`config.mk`:
```
export PLATFORM = sky130hd
export DESIGN_NAME = button_controlled_pump_scheduler_core
export DESIGN_NICKNAME = d
export VERILOG_FILES = /design/src/design/bcps_pkg.sv /design/src/design/bcps_csr.sv /design/src/design/bcps_step.sv /design/src/design/button_controlled_pump_scheduler_core.sv
export SDC_FILE = /design/constraint.sdc
export NUM_CORES = 1
export LEC_CHECK = 0
export BUFFER_PORTS_ARGS = -buffer_cell sky130_fd_sc_hd__buf_4
export CORE_MARGIN = 1.5
export CORE_UTILIZATION = 45
export CTS_BUF_LIST = sky130_fd_sc_hd__clkbuf_4
export DETAILED_ROUTE_END_ITERATION = 10
export PLACE_DENSITY = 0.61
export SLEW_MARGIN = 5
export SYNTH_ARGS = -nofsm -noshare
export SYNTH_HDL_FRONTEND = slang
export SYNTH_SLANG_ARGS = --single-unit
```
`constraint.sdc`:
```
create_clock -name clock -period 9.6 [get_ports clock]
set_input_delay 0.96 -clock clock [delete_from_list [all_inputs] [get_ports clock]]
set_output_delay 0.96 -clock clock [all_outputs]
set_load 0.05 [all_outputs]
```
`src/design/bcps_pkg.sv`:
```
`timescale 1ns / 1ps
`default_nettype none
// ----------------------------------------------------------------------------
// bcps_pkg
// Shared types, register codes and helpers of the pump scheduler core.
// ----------------------------------------------------------------------------
package bcps_pkg;

   localparam int CSR_INDEX_W = 3;
   localparam int CSR_DATA_W  = 32;
   localparam int TIME_W      = 32;
   localparam int TDATA_W     = 8;

   // Register reset values
   localparam logic [31:0] WATERING_INTERVAL_RST = 32'd172800000;
   localparam logic [31:0] PUMP_DURATION_RST     = 32'd9000;
   localparam logic [15:0] LONG_PRESS_TIME_RST   = 16'd3000;
   localparam logic [15:0] PRESS_LOCKOUT_RST     = 16'd1000;
   localparam logic [7:0]  SAMPLE_PERIOD_RST     = 8'd20;
   localparam logic [31:0] BLINK_PERIOD_RST      = 32'd30000;
   localparam logic [15:0] BLINK_LENGTH_RST      = 16'd1000;

   // Register indexes
   typedef enum logic [CSR_INDEX_W-1:0] {
      REG_WATERING_INTERVAL = 3'd0,
      REG_PUMP_DURATION     = 3'd1,
      REG_LONG_PRESS_TIME   = 3'd2,
      REG_PRESS_LOCKOUT     = 3'd3,
      REG_SAMPLE_PERIOD     = 3'd4,
      REG_BLINK_PERIOD      = 3'd5,
      REG_BLINK_LENGTH      = 3'd6
   } reg_index_type;

   // Button event codes
   typedef enum logic [1:0] {
      EV_NONE  = 2'd0,
      EV_SHORT = 2'd1,
      EV_LONG  = 2'd2
   } press_event_type;

   typedef struct packed {
      logic [31:0] watering_interval;
      logic [31:0] pump_duration;
      logic [15:0] long_press_time;
      logic [15:0] press_lockout;
      logic [7:0]  sample_period;
      logic [31:0] blink_period;
      logic [15:0] blink_length;
   } cfg_type;

   typedef struct packed {
      logic [TIME_W-1:0] now_ms;
      logic [TIME_W-1:0] last_sample_time;
      logic [TIME_W-1:0] press_start_time;
      logic [TIME_W-1:0] lockout_start_time;
      logic [TIME_W-1:0] interval_start_time;
      logic [TIME_W-1:0] pump_start_time;
      logic [TIME_W-1:0] blink_cycle_time;
      logic [TIME_W-1:0] blink_on_time;
      logic              auto_mode;
      logic              pump_on;
      logic              timed;
      logic              led_on;
   } state_type;

   typedef struct packed {
      press_event_type press_event;
      logic            auto_mode;
      logic            led_on;
      logic            pump_on;
   } result_type;

   // Wrapping elapsed-time test: (now - mark) mod 2^32 >= span
   function automatic logic elapsed(input logic [TIME_W-1:0] now,
                                    input logic [TIME_W-1:0] mark,
                                    input logic [TIME_W-1:0] span);
      logic [TIME_W-1:0] diff;
      diff = now - mark;
      return diff >= span;
   endfunction

endpackage : bcps_pkg
`default_nettype wire

```
`src/design/bcps_csr.sv`:
```
`timescale 1ns / 1ps
`default_nettype none
// ----------------------------------------------------------------------------
// bcps_csr
// Configuration register bank, written through the index/data channel.
// ----------------------------------------------------------------------------
module bcps_csr (
   input  wire logic                               clock,
   input  wire logic                               reset,
   input  wire logic                               csr_valid,
   output      logic                               csr_ready,
   input  wire logic [bcps_pkg::CSR_INDEX_W-1:0]   csr_index,
   input  wire logic [bcps_pkg::CSR_DATA_W-1:0]    csr_wdata,
   output      bcps_pkg::cfg_type                  cfg
);
   import bcps_pkg::*;

   cfg_type cfg_ff;
   cfg_type cfg_in;

   // Always ready: one transfer per cycle
   assign csr_ready = 1'b1;

   // Decode the write; unknown indexes drop the data
   always_comb begin
      cfg_in = cfg_ff;
      if (csr_valid) begin
         unique case (reg_index_type'(csr_index))
            REG_WATERING_INTERVAL: cfg_in.watering_interval = csr_wdata;
            REG_PUMP_DURATION:     cfg_in.pump_duration     = csr_wdata;
            REG_LONG_PRESS_TIME:   cfg_in.long_press_time   = csr_wdata[15:0];
            REG_PRESS_LOCKOUT:     cfg_in.press_lockout     = csr_wdata[15:0];
            REG_SAMPLE_PERIOD:     cfg_in.sample_period     = csr_wdata[7:0];
            REG_BLINK_PERIOD:      cfg_in.blink_period      = csr_wdata;
            REG_BLINK_LENGTH:      cfg_in.blink_length      = csr_wdata[15:0];
            default:               cfg_in = cfg_ff;
         endcase
      end
   end

   always_ff @(posedge clock) begin
      if (reset) begin
         cfg_ff.watering_interval <= WATERING_INTERVAL_RST;
         cfg_ff.pump_duration     <= PUMP_DURATION_RST;
         cfg_ff.long_press_time   <= LONG_PRESS_TIME_RST;
         cfg_ff.press_lockout     <= PRESS_LOCKOUT_RST;
         cfg_ff.sample_period     <= SAMPLE_PERIOD_RST;
         cfg_ff.blink_period      <= BLINK_PERIOD_RST;
         cfg_ff.blink_length      <= BLINK_LENGTH_RST;
      end else begin
         cfg_ff <= cfg_in;
      end
   end

   assign cfg = cfg_ff;

endmodule : bcps_csr
`default_nettype wire

```
`src/design/bcps_step.sv`:
```
`timescale 1ns / 1ps
`default_nettype none
// ----------------------------------------------------------------------------
// bcps_step
// One millisecond tick: button sampling, pump scheduling and LED blinking.
// ----------------------------------------------------------------------------
module bcps_step (
   input  wire bcps_pkg::cfg_type     cfg,
   input  wire bcps_pkg::state_type   state,
   input  wire logic                  button_down,
   output      bcps_pkg::state_type   state_next,
   output      bcps_pkg::result_type  result
);
   import bcps_pkg::*;

   logic [TIME_W-1:0] now_next;
   logic              sample_due;
   logic              lockout_done;
   logic              is_long;
   logic              interval_done;
   logic              duration_done;
   logic              blink_due;
   logic              blink_done;
   logic              interval_fresh;
   logic              pump_fresh;
   logic              led_fresh;
   press_event_type   press_event;
   state_type         nx;

   // Advance the clock first; all tests use the new time
   assign now_next = state.now_ms + 32'd1;

   // Elapsed tests against the marks held at the start of the tick
   assign sample_due    = elapsed(now_next, state.last_sample_time,
                                  {24'd0, cfg.sample_period});
   assign lockout_done  = elapsed(now_next, state.lockout_start_time,
                                  {16'd0, cfg.press_lockout});
   assign is_long       = elapsed(now_next, state.press_start_time,
                                  {16'd0, cfg.long_press_time});
   assign interval_done = elapsed(now_next, state.interval_start_time,
                                  cfg.watering_interval);
   assign duration_done = elapsed(now_next, state.pump_start_time, cfg.pump_duration);
   assign blink_due     = elapsed(now_next, state.blink_cycle_time, cfg.blink_period);
   assign blink_done    = elapsed(now_next, state.blink_on_time,
                                  {16'd0, cfg.blink_length});

   // Apply the tick in order; a mark set this tick reads as zero elapsed
   always_comb begin
      nx             = state;
      nx.now_ms      = now_next;
      press_event    = EV_NONE;
      interval_fresh = 1'b0;
      pump_fresh     = 1'b0;
      led_fresh      = 1'b0;

      // Button sample
      if (sample_due) begin
         if (button_down && !state.timed && lockout_done) begin
            nx.timed            = 1'b1;
            nx.press_start_time = now_next;
         end
         if (!button_down && state.timed) begin
            nx.lockout_start_time = now_next;
            if (is_long) begin
               press_event        = EV_LONG;
               nx.pump_on         = 1'b1;
               nx.pump_start_time = now_next;
               pump_fresh         = 1'b1;
            end else begin
               press_event            = EV_SHORT;
               nx.interval_start_time = now_next;
               interval_fresh         = 1'b1;
               if (!state.auto_mode) begin
                  nx.auto_mode = 1'b1;
               end else begin
                  nx.auto_mode = 1'b0;
                  nx.pump_on   = 1'b0;
               end
            end
            nx.timed = 1'b0;
         end
         nx.last_sample_time = now_next;
      end

      // Automatic start
      if (nx.auto_mode && !nx.pump_on &&
          (interval_fresh ? (cfg.watering_interval == 32'd0) : interval_done)) begin
         nx.pump_on         = 1'b1;
         nx.pump_start_time = now_next;
         pump_fresh         = 1'b1;
      end

      // Pump stop
      if (nx.pump_on &&
          (pump_fresh ? (cfg.pump_duration == 32'd0) : duration_done)) begin
         nx.pump_on             = 1'b0;
         nx.interval_start_time = now_next;
      end

      // Blink start
      if (nx.auto_mode && blink_due) begin
         nx.led_on           = 1'b1;
         nx.blink_on_time    = now_next;
         nx.blink_cycle_time = now_next;
         led_fresh           = 1'b1;
      end

      // Blink end
      if (nx.led_on && (led_fresh ? (cfg.blink_length == 16'd0) : blink_done)) begin
         nx.led_on = 1'b0;
      end
   end

   assign state_next         = nx;
   assign result.pump_on     = nx.pump_on;
   assign result.led_on      = nx.led_on;
   assign result.auto_mode   = nx.auto_mode;
   assign result.press_event = press_event;

endmodule : bcps_step
`default_nettype wire

```
`src/design/button_controlled_pump_scheduler_core.sv`:
```
`timescale 1ns / 1ps
`default_nettype none
// ----------------------------------------------------------------------------
// button_controlled_pump_scheduler_core
// Millisecond-tick pump scheduler driven by a single push button.
// ----------------------------------------------------------------------------
// Each input transfer is one millisecond tick carrying the button level and
// yields exactly one result transfer with the pump, LED and mode levels and
// the press event. The core takes one tick per clock cycle while results are
// taken; a tick is registered at the input, worked through one pass of
// subtract-and-compare logic against the state registers, and its result is
// held in an output register. A tick passes the input register and then the
// output register before its result is presented. Ticks can follow back to
// back, because the state update for one tick closes in that single pass;
// only a stalled result register holds the input.
// Configuration is taken every cycle on the csr channel and should be
// written only while no tick is in flight.
module button_controlled_pump_scheduler_core (
   input  wire logic                               clock,
   input  wire logic                               reset,
   // Tick input
   input  wire logic                               req_tvalid,
   output      logic                               req_tready,
   input  wire logic [bcps_pkg::TDATA_W-1:0]       req_tdata,  // [0] button_down, [7:1] zero
   // Result output
   output      logic                               rsp_tvalid,
   input  wire logic                               rsp_tready,
   output      logic [bcps_pkg::TDATA_W-1:0]       rsp_tdata,  // [0] pump_on, [1] led_on,
                                                               // [2] auto_mode,
                                                               // [4:3] press_event, [7:5] zero
   // Configuration writes
   input  wire logic                               csr_valid,
   output      logic                               csr_ready,
   input  wire logic [bcps_pkg::CSR_INDEX_W-1:0]   csr_index,
   input  wire logic [bcps_pkg::CSR_DATA_W-1:0]    csr_wdata
);
   import bcps_pkg::*;

   cfg_type    cfg;
   state_type  state_ff;
   state_type  state_in;
   result_type step_result;
   result_type rsp_data_ff;
   logic       in_valid_ff;
   logic       in_button_ff;
   logic       rsp_valid_ff;
   logic       advance;

   bcps_csr u_csr (
      .clock     (clock),
      .reset     (reset),
      .csr_valid (csr_valid),
      .csr_ready (csr_ready),
      .csr_index (csr_index),
      .csr_wdata (csr_wdata),
      .cfg       (cfg)
   );

   bcps_step u_step (
      .cfg         (cfg),
      .state       (state_ff),
      .button_down (in_button_ff),
      .state_next  (state_in),
      .result      (step_result)
   );

   // Move the held tick on when the output register is free or draining
   assign advance    = in_valid_ff && (!rsp_valid_ff || rsp_tready);
   assign req_tready = !in_valid_ff || advance;

   // Input register
   always_ff @(posedge clock) begin
      if (reset) begin
         in_valid_ff <= 1'b0;
      end else if (req_tready) begin
         in_valid_ff <= req_tvalid;
      end
   end

   always_ff @(posedge clock) begin
      if (req_tready && req_tvalid) begin
         in_button_ff <= req_tdata[0];
      end
   end

   // Scheduler state, committed once per tick
   always_ff @(posedge clock) begin
      if (reset) begin
         state_ff <= '0;
      end else if (advance) begin
         state_ff <= state_in;
      end
   end

   // Output register
   always_ff @(posedge clock) begin
      if (reset) begin
         rsp_valid_ff <= 1'b0;
      end else if (advance) begin
         rsp_valid_ff <= 1'b1;
      end else if (rsp_tready) begin
         rsp_valid_ff <= 1'b0;
      end
   end

   always_ff @(posedge clock) begin
      if (advance) begin
         rsp_data_ff <= step_result;
      end
   end

   assign rsp_tvalid = rsp_valid_ff;
   assign rsp_tdata  = {3'b000, rsp_data_ff.press_event, rsp_data_ff.auto_mode,
                        rsp_data_ff.led_on, rsp_data_ff.pump_on};

   // Never report the unused event code
   a_event_code : assert property (@(posedge clock) disable iff (reset)
      rsp_valid_ff |-> (rsp_data_ff.press_event == EV_NONE ||
                        rsp_data_ff.press_event == EV_SHORT ||
                        rsp_data_ff.press_event == EV_LONG))
      else $error("press event code out of range");

   // The time counter moves by exactly one per committed tick
   a_tick_count : assert property (@(posedge clock) disable iff (reset)
      advance |=> (state_ff.now_ms == $past(state_ff.now_ms) + 32'd1))
      else $error("time counter did not advance by one");

   // A reported release always ends the timed press
   a_release_clears : assert property (@(posedge clock) disable iff (reset)
      (advance && step_result.press_event != EV_NONE) |=> !state_ff.timed)
      else $error("press still timed after a release");

   // A short press that leaves automatic mode stops the pump
   a_auto_off_stops : assert property (@(posedge clock) disable iff (reset)
      (advance && step_result.press_event == EV_SHORT && !step_result.auto_mode)
         |-> !step_result.pump_on)
      else $error("pump left running after automatic mode was switched off");

endmodule : button_controlled_pump_scheduler_core
`default_nettype wire
```
==> results.md, run 1 <==
- Yosys top cell area share: between 20% and 30%
- Post-synth cell types: 99
- Fill cells: 6514
- First-pass GRT wire length: 138000 um
- CTS resizes: 0
- Ys flop type: dfxtp_1
- Buf+Inv Stages, Crit Path: 2
- Syn-to-layout area delta: 8.79%
- Chip Height: approximately 260 um
- Drt wl/cell: roughly 18 um
- Pleak: ~14 nW
- Root Buffer: clkbuf_4
- Total gr overflow: 0
- Drt drc: 0
- Register area share after synthesis: 26.7%
- H-tree Lvls: 3
- Total setup buffers inserted after CTS: 0
- Number of synthesized register bits: 388
- Maximum clock rate: 120 MHz
- GR Util met1: a little over a third
- Largest net degree at the start of global routing: 82
- Setup Viol. Count Final: 0
- Met3 usage: 3.99%
- Mapped cell area: about 29000 um^2
- Clock skew: approximately 90 ps
- Max-cap violation count: 0
- Crit path time final: 8320 ps
- Mapped Avg Cell Area: ~7.6 um^2
- Final Hold Fails: 0
- Setup TNS: 0 ps
- Post-DP HPWL: ~65000 um
- Cell area after placement: roughly 30000 um^2
- Worst-Margin Slew: between 1000 and 1500 ps
- GRT met2 Usage: ~40%
- Hold slack: ~300 ps
- Max Root-Sink Buffers: 3
- Top cells by area, synth: dfxtp_1, ha_1, nand2_1, inv_1, a21oi_1
- Peak VDD IR: roughly 0.073 mV
- Critical Path Slowest Stage Cell: a2111oi_2
- Post-synth EDFFs: 6
- DR iter-0 viols: 1858
- # clock sinks: 388
- Critical path class: flop to flop
- CTS tree: done
- Layout cells sized above 1: approximately 8.3%
- Mapped Cells: roughly 3800
- CP max FO: 11
- Global placement routability congestion: about 0.93
- Ports: 59
- Outcome: finished, final reports clean
- Final Cell Area: around 32000 um^2
- R2R Setup Slk: between 1000 and 1500 ps
- Critical path launch point type: flop
- Hold Crit Class: input pin to flop
- Asr flop ratio synth: 0%
- Die W: between 200 and 300 um
- Nets@finish: ~4300
- Busiest grt layer: met2
- CP endpoint kind: flop
- Max stage delay on crit path: ~900 ps
- Cell family with most CP delay: simple AND/OR/NAND/NOR gates
- IO Port Bufs: 47
- RSZ-0062 raised after global routing: false
- Clk slew on worst S/H paths: ~70 ps
- Vias: ~27000
- Max transition margin: 21.7%
- Tot GR Track Use: about a quarter
- Critical Path Most Common Cell: and3_1
- Total Die Area: 66600 um^2
- Initial Utilization: about 46%
- P per Cell Area: between 100 and 150 nW/um^2
- Req. time, crit path: 10340 ps
- Cts bufs inserted: between 100 and 150
- Number of global-route vias before repair: between 20000 and 25000
- YS warnings: 0
- Core box area: approximately 64000 um^2
- Worst Path Arrival: 9060 ps
- Average vias per placed instance: approximately 5.6
- Dominant cell type by area after synthesis: dfxtp_1
- Initial antenna violation count: 2
- Max-slew violation count: 0
- Post-CTS Hold Buffers: 0
- DR pass1 iterations: 6
- ANT nets after route: 0
- Wire length after detailed routing: 87400 um
- FP Rows: 93
- Worst skew pair latency: approximately 910 ps
- Tcrit/Tclk final: 86.7%
## cells in the mapped netlist, drive strengths merged, types with 27 or more instances
cell and instances:
o211ai 72, a21oi 313, ha 339, clkbuf 117, inv 417, nand3 85, o21a 44, nor2 297
and3 27, xor2 66, o21ai 153, mux2i 74, a31oi 54, nor4 40, nand2b 50, xnor2 119
dfxtp 382, nand2 520, nor3 65, nand4 45, a311oi 34, nor2b 45, buf 42, a211oi 83
a21o 96
## sequential cells by signal (all words and copies together), names as in the netlist
register,count
state_ff,228
u_csr.cfg,152
rsp_tdata,5
in_button_ff,1
in_valid_ff,1
rsp_tvalid,1
## where the power goes
part	leakage [nW]	internal, mW	switching (mW)
Clock	0.848	0.833	0.782
Combinational	9.64	0.325	0.531
Sequential	3.15	1.64	0.0154
## through the flow
| step | utilization [%] | power (mW) | setup slack, ps | std cells |
|---|---|---|---|---|
| after floorplan | - | 2.29 | 2860 | 3835 |
| after global placement | 47.3 | 2.53 | 1450 | 4626 |
| after detailed placement | 47.3 | 2.53 | 1420 | 4626 |
| after CTS | 49.5 | 4.17 | 1380 | 4828 |
| after global routing | 49.5 | 4.35 | 638 | 4829 |
| final | 49.5 | 4.13 | 1280 | 4830 |
## cell usage in the layout (no fill, tap or decap), drive strengths merged, types with 44 or more instances in the layout
master  instances
dfxtp         382
nand4          45
nor2          297
buf            94
a211oi         83
a21oi         313
nand2b         50
a31oi          54
clkbuf        165
inv           418
o21ai         153
nor2b          45
nand2         520
xnor2         119
o21a           44
mux2i          74
o211ai         72
nand3          85
ha            339
xor2           66
a21o           96
nor3           65
## kinds of logic (layout without fill, tap and decap cells)
family / after synthesis / count (layout) / synth area share [%]
other: 2 / 6 / 0.0256
buffers and inverters: 576 / 714 / 7.77
and+or+nand+nor: 1261 / 1261 / 19.8
AOI/OAI and AO/OA: 1000 / 1000 / 22.4
adders and majority gates: 345 / 345 / 14.9
DFF: 388 / 388 / 26.7
xor gates and xnor gates: 185 / 185 / 5.75
muxes: 76 / 76 / 2.61
## cell type report
type | count | area [um^2] | area share, %
Sequential cell | 388 | 7830 | 24.6
Tap cell | 855 | 1070 | 3.36
Clock buffer | 164 | 1230 | 3.86
Inverter | 417 | 1570 | 4.92
Timing Repair Buffer | 95 | 719 | 2.26
Multi-Input combinational cell | 2871 | 19200 | 60.4
Antenna cell | 2 | 5.00 | 0.0157
Clock inverter | 38 | 210 | 0.660
## metal layers
layer,vias up,share of wire [%]
met2,682,44
met1,12400,48
li1,13600,-
met5,-,0.030
met4,4,3.4
met3,161,5.3
## worst paths after layout
check | start | to | cells past startpoint
min | req_tdata[0] | in_button_ff | 1
max | state_ff[229] | rsp_tdata[1] | 25
max reg2reg | state_ff[229] | rsp_tdata[1] | 25
min reg2reg | u_csr.cfg[47] | u_csr.cfg[47] | 2
Power figures use the tool's default switching activity.
==> run 2, diff against run 1 <==
--- a/config.mk
+++ b/config.mk
@@ -5,6 +5,7 @@
 export SDC_FILE = /design/constraint.sdc
 export NUM_CORES = 1
 export LEC_CHECK = 0
+export ABC_AREA = 1
 export BUFFER_PORTS_ARGS = -buffer_cell sky130_fd_sc_hd__buf_4
 export CORE_MARGIN = 1.5
 export CORE_UTILIZATION = 45
==> results.md, run 2 <==
- Yosys top cell area share: 25.5% (-0.63 points)
- Outcome: finished, final reports clean
- Area of the multi-input gates: 18600 um^2 (-3.1%)
- Most frequent cell after synthesis: nand2_1
- Pleak: 16.3 nW (+19%)
- Chip Height: 261 um (+1.2%)
- Syn-to-layout area delta: 8.77% (about the same)
- Critical Path Most Common Cell: nand2_1
- Max Root-Sink Buffers: 3 (unchanged)
- Maximum clock rate: 128 MHz (+6.6%)
- CP max FO: 30 (+19)
- Max transition margin: 21.0% (-0.68 points)
- Core box area: 65900 um^2 (+2.4%)
- Peak VDD IR: 0.0689 mV (-6.2%)
- Post-DP HPWL: 69400 um (+6.3%)
- Leading cell types in the layout, fill and taps excluded: nand2_1, inv_1, a21oi_1
- Total setup buffers inserted after CTS: 0 (unchanged)
- Leading cell type in the layout, fill and taps excluded: nand2_1
- Mapped Cells: 4630 (+21%)
- Max-cap violation count: 0 (unchanged)
- Root Buffer: clkbuf_4
- Initial antenna violation count: 8 (+6)
- Asr flop ratio synth: 0% (unchanged)
- Die W: 261 um (+1.2%)
- Cts bufs inserted: 114 (+1.8%)
- Total Die Area: 68200 um^2 (+2.4%)
- CTS resizes: 0 (unchanged)
- RR Startpoint: state_ff[228]
- Sw Share: 39.4% (+7.2 points)
- Critical path class: flop to flop
- Number of synthesized register bits: 388 (unchanged)
- Worst skew pair latency: 920 ps (about the same)
- Mapped Avg Cell Area: 6.48 um^2 (-15%)
- Drt drc: 0 (unchanged)
- Ports: 59 (unchanged)
- Fin cells: 5663 (+17%)
- Max stage delay on crit path: 770 ps (-130 ps)
- DR pass1 iterations: 6 (unchanged)
- Ys flop type: dfxtp_1
- Setup Viol. Count Final: 0 (unchanged)
- H-tree Lvls: 3 (unchanged)
- Critical path launch point type: flop
- Max-slew violation count: 0 (unchanged)
- Reg-to-Reg End: state_ff[92]
- Drt wl/cell: 16.3 um (-9.8%)
- Hold Crit Class: input pin to flop
- Hold Startpoint: req_tdata[0]
- Initial Utilization: 45.6% (+0.047 points)
- R2R Setup Slk: 1790 ps (+520 ps)
- Req. time, crit path: 10400 ps (+60 ps)
- Global placement routability congestion: 0.947 (+1.3%)
- Worst hold path endpoint: in_button_ff
- Vias: 29200 (+8.7%)
- Worst Reg-to-Reg Cells: 31 (+24%)
- Fill cells: 7023 (+7.8%)
- Tcrit/Tclk final: 81.3% (-5.4 points)
- CP endpoint kind: flop
- Top cells by area, synth: dfxtp_1, ha_1, nand2_1, inv_1, a21oi_1
- CTS tree: done
- Largest register FFs: 228 (unchanged)
- Post-synth cell types: 52 (-47%)
- Dpl cells: 5462 (+18%)
- Worst hold stages: 1 (unchanged)
- Clock share of power: 29.3% (-9.8 points)
- First-pass GRT wire length: 143000 um (+3.7%)
- Clock skew: 70.5 ps (-20.9 ps)
- Dominant cell type by area after synthesis: dfxtp_1
- Register area share after synthesis: 26.1% (-0.64 points)
- Synth cell count leaders: nand2_1, inv_1, a21oi_1, dfxtp_1, nor2_1
- RSZ-0062 raised after global routing: false
- Comb pwr share: 38.0% (+17 points)
- Largest net degree at the start of global routing: 137 (+67%)
- Nets@finish: 5107 (+19%)
- P per Cell Area: 160 nW/um^2 (+24%)
- Switching power: 2.06 mW (+55%)
- Average vias per placed instance: 5.15 (-7.3%)
- IO Port Bufs: 47 (unchanged)
- Total gr overflow: 0 (unchanged)
- Critical Path Slowest Stage Cell: dfxtp_1
- Clk slew on worst S/H paths: 60 ps (about the same)
- Mapped cell area: 30000 um^2 (+2.5%)
- Wire length after detailed routing: 92500 um (+5.8%)
- YS warnings: 0 (unchanged)
- Final Hold Fails: 0 (unchanged)
- Post-CTS Hold Buffers: 0 (unchanged)
- Number of global-route vias before repair: 26500 (+6.8%)
- FF/Latch Area: 7830 um^2 (unchanged)
- # clock sinks: 388 (unchanged)
- FP Rows: 94 (+1.1%)
- Worst-Margin Slew: 1180 ps (+12.2 ps)
- Worst Path Arrival: 8600 ps (-460 ps)
- Int Pwr: 3.17 mW (+13%)
- Layout cells sized above 1: 5.94% (-2.4 points)
- Setup TNS: 0 ps (unchanged)
- Post-synth EDFFs: 6 (unchanged)
- Crit path time final: 7810 ps (-517 ps)
- ANT nets after route: 0 (unchanged)
- Seq pwr share: 32.7% (-7.5 points)
- DR iter-0 viols: 1999 (+7.6%)
- Tot GR Track Use: 26.9% (+0.97 points)
- Top reg by flops: state_ff
==> run 2: cell count changes after synthesis, sizes merged, moves of 45 or more <==
| cell | before | now |
|---|---|---|
| a211oi | 83 | 14 |
| a21o | 96 | 7 |
| a21oi | 313 | 523 |
| inv | 417 | 815 |
| mux2i | 74 | 0 |
| nand2 | 520 | 1095 |
| nand2b | 50 | 0 |
| nand3 | 85 | 143 |
| nor2 | 297 | 374 |
| nor2b | 45 | 0 |
| o21ai | 153 | 344 |
| xnor2 | 119 | 48 |
| xor2 | 66 | 121 |
==> run 2: cells by family after synthesis <==
kind of cell | count (synthesis) | share of synthesized area (%)
buf+inv | 940 | 12.0
compound gates | 1019 | 18.3
simple gates | 1767 | 24.2
xor+xnor | 169 | 4.93
flops | 388 | 26.1
other cells | 2 | 0.0250
fa+ha+maj | 345 | 14.5
==> run 2: cell type report <==
class,count,area share [%]
flip-flops and latches,388,24.0
clock inverters,40,0.529
diodes,1,0.00767
multi-input cells,3304,57.1
repair buffers,86,1.98
well taps,864,3.31
inverters,820,9.45
clock buffers,160,3.68
==> run 2: worst max-delay path by stage <==
stage | to | slack [ps] | from | cells after the start
after floorplan | state_ff[110] | 4030 | state_ff[228] | 36
after global placement | state_ff[80] | 1990 | state_ff[228] | 31
after CTS | state_ff[92] | 1900 | state_ff[228] | 31
final | state_ff[92] | 1790 | state_ff[228] | 31
after detailed placement | state_ff[92] | 1910 | state_ff[228] | 31
after global routing | state_ff[95] | 1170 | state_ff[228] | 32
==> run 2: routing by layer <==
layer / up-vias / track usage (%) / part of all wire [%]
li1: 15200 / - / -
met1: 13100 / 37.2 / 48
met2: 695 / 42.9 / 43
met3: 164 / 3.56 / 6.0
met4: 2 / 9.43 / 3.1
met5: - / 0 / 0.0097
==> run 2: per-stage QoR <==
stage	area (um^2)	utilization (%)	setup slack [ps]	hold WS [ps]	power [mW]
finish	32600	49.6	1790	277	5.23
global route	32600	49.6	1170	223	5.66
detailed placement	31300	47.5	1910	453	3.71
floorplan	30000	-	4030	435	3.24
global placement	31300	47.5	1990	449	3.68
CTS	32600	49.6	1900	179	5.27
==> run 2: power groups by stage <==
stage               Clock [mW]  Combinational (mW)  Sequential [mW]
floorplan                    0                1.50             1.74
global placement             0                1.94             1.74
detailed placement           0                1.97             1.74
CTS                       1.58                1.98             1.71
global route              1.66                2.28             1.71
finish                    1.53                1.98             1.71
==> run 2: critical path: cells and delay by family (launching register included) <==
| family | cells | cell delay, ps |
|---|---|---|
| buffers and inverters | 3 | 1130 |
| and+or+nand+nor | 10 | 1680 |
| xor gates and xnor gates | 2 | 290 |
| adders and majority gates | 3 | 990 |
| AOI/OAI and AO/OA | 13 | 2870 |
| DFF | 1 | 770 |
==> run 3, diff against run 2 <==
--- a/config.mk
+++ b/config.mk
@@ -5,13 +5,13 @@
 export SDC_FILE = /design/constraint.sdc
 export NUM_CORES = 1
 export LEC_CHECK = 0
-export ABC_AREA = 1
+export ABC_AREA = 0
 export BUFFER_PORTS_ARGS = -buffer_cell sky130_fd_sc_hd__buf_4
 export CORE_MARGIN = 1.5
 export CORE_UTILIZATION = 45
 export CTS_BUF_LIST = sky130_fd_sc_hd__clkbuf_4
 export DETAILED_ROUTE_END_ITERATION = 10
-export PLACE_DENSITY = 0.61
+export PLACE_DENSITY = 0.64
 export SLEW_MARGIN = 5
 export SYNTH_ARGS = -nofsm -noshare
 export SYNTH_HDL_FRONTEND = slang
==> constraint.sdc (replaced) <==
create_clock -name clock -period 6.9 [get_ports clock]
set_input_delay 0.69 -clock clock [delete_from_list [all_inputs] [get_ports clock]]
set_output_delay 0.69 -clock clock [all_outputs]
set_load 0.05 [all_outputs]
==> results.md, run 3 (same netlist as run 1, synthesis figures left out) <==
- Outcome: finished, final reports clean
- Total gr overflow: 0 (unchanged)
- Hold Crit Class: input pin to flop
- R2R Setup Slk: 270 ps (-1530 ps)
- Total Die Area: 66600 um^2 (-2.4%)
- Setup TNS: 0 ps (unchanged)
- Number of global-route vias before repair: 25400 (-4.0%)
- Dpl cells: 4693 (-14%)
- First-pass GRT wire length: 141000 um (-1.2%)
- Cell family with most CP delay: simple AND/OR/NAND/NOR gates
- Max Root-Sink Buffers: 3 (unchanged)
- Nets@finish: 4353 (-15%)
- Worst skew pair latency: 890 ps (-30 ps)
- CP endpoint kind: flop
- Cts bufs inserted: 109 (-4.4%)
- Cell area after placement: 31100 um^2 (-0.64%)
- DR pass1 iterations: 5 (-1)
- Worst Reg-to-Reg Cells: 26 (-16%)
- Clock skew: 42.6 ps (-27.9 ps)
- Worst hold stages: 3 (+2)
- Largest net degree at the start of global routing: 73 (-47%)
- IO Port Bufs: 47 (unchanged)
- Die W: 258 um (-1.2%)
- Worst Path Arrival: 7380 ps (-1220 ps)
- Final Cell Area: 32800 um^2 (+0.63%)
- Critical Path Most Common Cell: buf_4
- Tcrit/Tclk final: 96.1% (+15 points)
- # clock sinks: 388 (unchanged)
- Buf+Inv Stages, Crit Path: 4 (+1)
- Max-slew violation count: 0 (unchanged)
- Peak VDD IR: 0.140 mV (+100%)
- Top reg by flops: state_ff
- Hold Startpoint: csr_wdata[17]
- Largest register FFs: 228 (unchanged)
- Pleak: 14.2 nW (-13%)
- Vias: 27500 (-5.9%)
- Setup crit start: state_ff[228]
- Drt drc: 0 (unchanged)
- Final Hold Fails: 0 (unchanged)
- Worst-Margin Slew: 1220 ps (+32.1 ps)
- P per Cell Area: 175 nW/um^2 (+9.3%)
- Critical Path Slowest Stage Cell: a2111oi_1
- Chip Height: 258 um (-1.2%)
- CP max FO: 6 (-80%)
- Fill cells: 6423 (-8.5%)
- Tot GR Track Use: 26.8% (-0.15 points)
- Max-cap violation count: 0 (unchanged)
- Clk slew on worst S/H paths: 70 ps (about the same)
- Setup Viol. Count Final: 0 (unchanged)
- Critical path launch point type: flop
- Crit path time final: 6630 ps (-1170 ps)
- Core box area: 64300 um^2 (-2.3%)
- Post-DP HPWL: 67700 um (-2.5%)
- Final Total Pwr: 5.75 mW (+10%)
- ANT nets after route: 0 (unchanged)
- CTS tree: done
- Maximum clock rate: 151 MHz (+18%)
- Drt wl/cell: 18.7 um (+14%)
- H-tree Lvls: 3 (unchanged)
- Setup crit end: rsp_tdata[1]
- Average vias per placed instance: 5.60 (+8.7%)
- FP Rows: 93 (-1.1%)
- CP Depth: 26 (-16%)
- Layout cells sized above 1: 11.0% (+5.1 points)
- Wire length after detailed routing: 91500 um (-1.1%)
- Ports: 59 (unchanged)
- Leading cell types in the layout, fill and taps excluded: nand2_1, inv_1, dfxtp_1
- Critical path class: flop to flop
- Leading cell type in the layout, fill and taps excluded: nand2_1
- Global placement routability congestion: 0.958 (+1.2%)
- Max stage delay on crit path: 590 ps (-180 ps)
- DR iter-0 viols: 2275 (+14%)
- Fin cells: 4903 (-13%)
- Max transition margin: 18.7% (-2.2 points)
- Reg-to-Reg End: rsp_tdata[1]
- Initial antenna violation count: 3 (-5)
- Root Buffer: clkbuf_4
- RR Startpoint: state_ff[228]
- Req. time, crit path: 7650 ps (-2750 ps)
- Initial Utilization: 45.5% (-0.047 points)
- Syn-to-layout area delta: 12.2%
==> run 3: metrics by stage <==
step	util, %	worst slack, ps	hold slack, ps
finish	51.0	266	73.3
global route	51.0	-46.9	39.7
CTS	50.5	26.1	21.7
detailed placement	48.3	-36.9	446
global placement	48.3	107	443
floorplan	-	163	435
==> run 3: timing repair <==
action                                  4_1_cts  5_1_grt
endpoints found under the setup margin       34      200
pin swaps                                     0       12
hold buffers                                  2        0
endpoints found under the hold margin         2        0
gates cloned                                  0        3
gates resized for setup                       3       54
buffers inserted                              0        6
==> run 3: worst min-delay path, delay by kind of cell <==
family | cells | cell delay, ps
AND/OR/NAND/NOR | 1 | 50
buffers and inverters | 1 | 120
AO/OA/AOI/OAI | 1 | 50
==> run 3: how the worst min path moves through the flow <==
stage,end,slack [ps]
floorplan,state_ff[166],430
global placement,u_csr.cfg[36],440
detailed placement,u_csr.cfg[36],450
CTS,u_csr.cfg[137],20
global route,u_csr.cfg[34],40
finish,u_csr.cfg[137],70
==> run 3: area by class of cell <==
cell class | count | area [um^2] | area share, %
clock buffer | 162 | 1220 | 3.70
antenna | 4 | 10.0 | 0.0305
tap | 855 | 1070 | 3.26
multi-input combinational | 2872 | 19500 | 59.3
sequential | 388 | 7830 | 23.8
timing repair buffer | 172 | 1510 | 4.60
clock inverter | 33 | 170 | 0.518
inverter | 417 | 1570 | 4.78
==> run 3: power by group <==
part | internal (mW) | total, mW | switching (mW)
clock | 1.11 | 2.16 | 1.06
combinational | 0.507 | 1.28 | 0.771
sequential | 2.29 | 2.31 | 0.0232
total | 3.90 | 5.75 | 1.85
==> run 3: metal layers <==
layer | global-route usage, % | vias to the layer above | share of wire [%]
met5 | 0 | - | 0.025
met4 | 9.28 | 2 | 3.1
met3 | 5.01 | 170 | 6.2
met2 | 42.1 | 757 | 44
met1 | 36.5 | 12800 | 46
li1 | - | 13700 | -
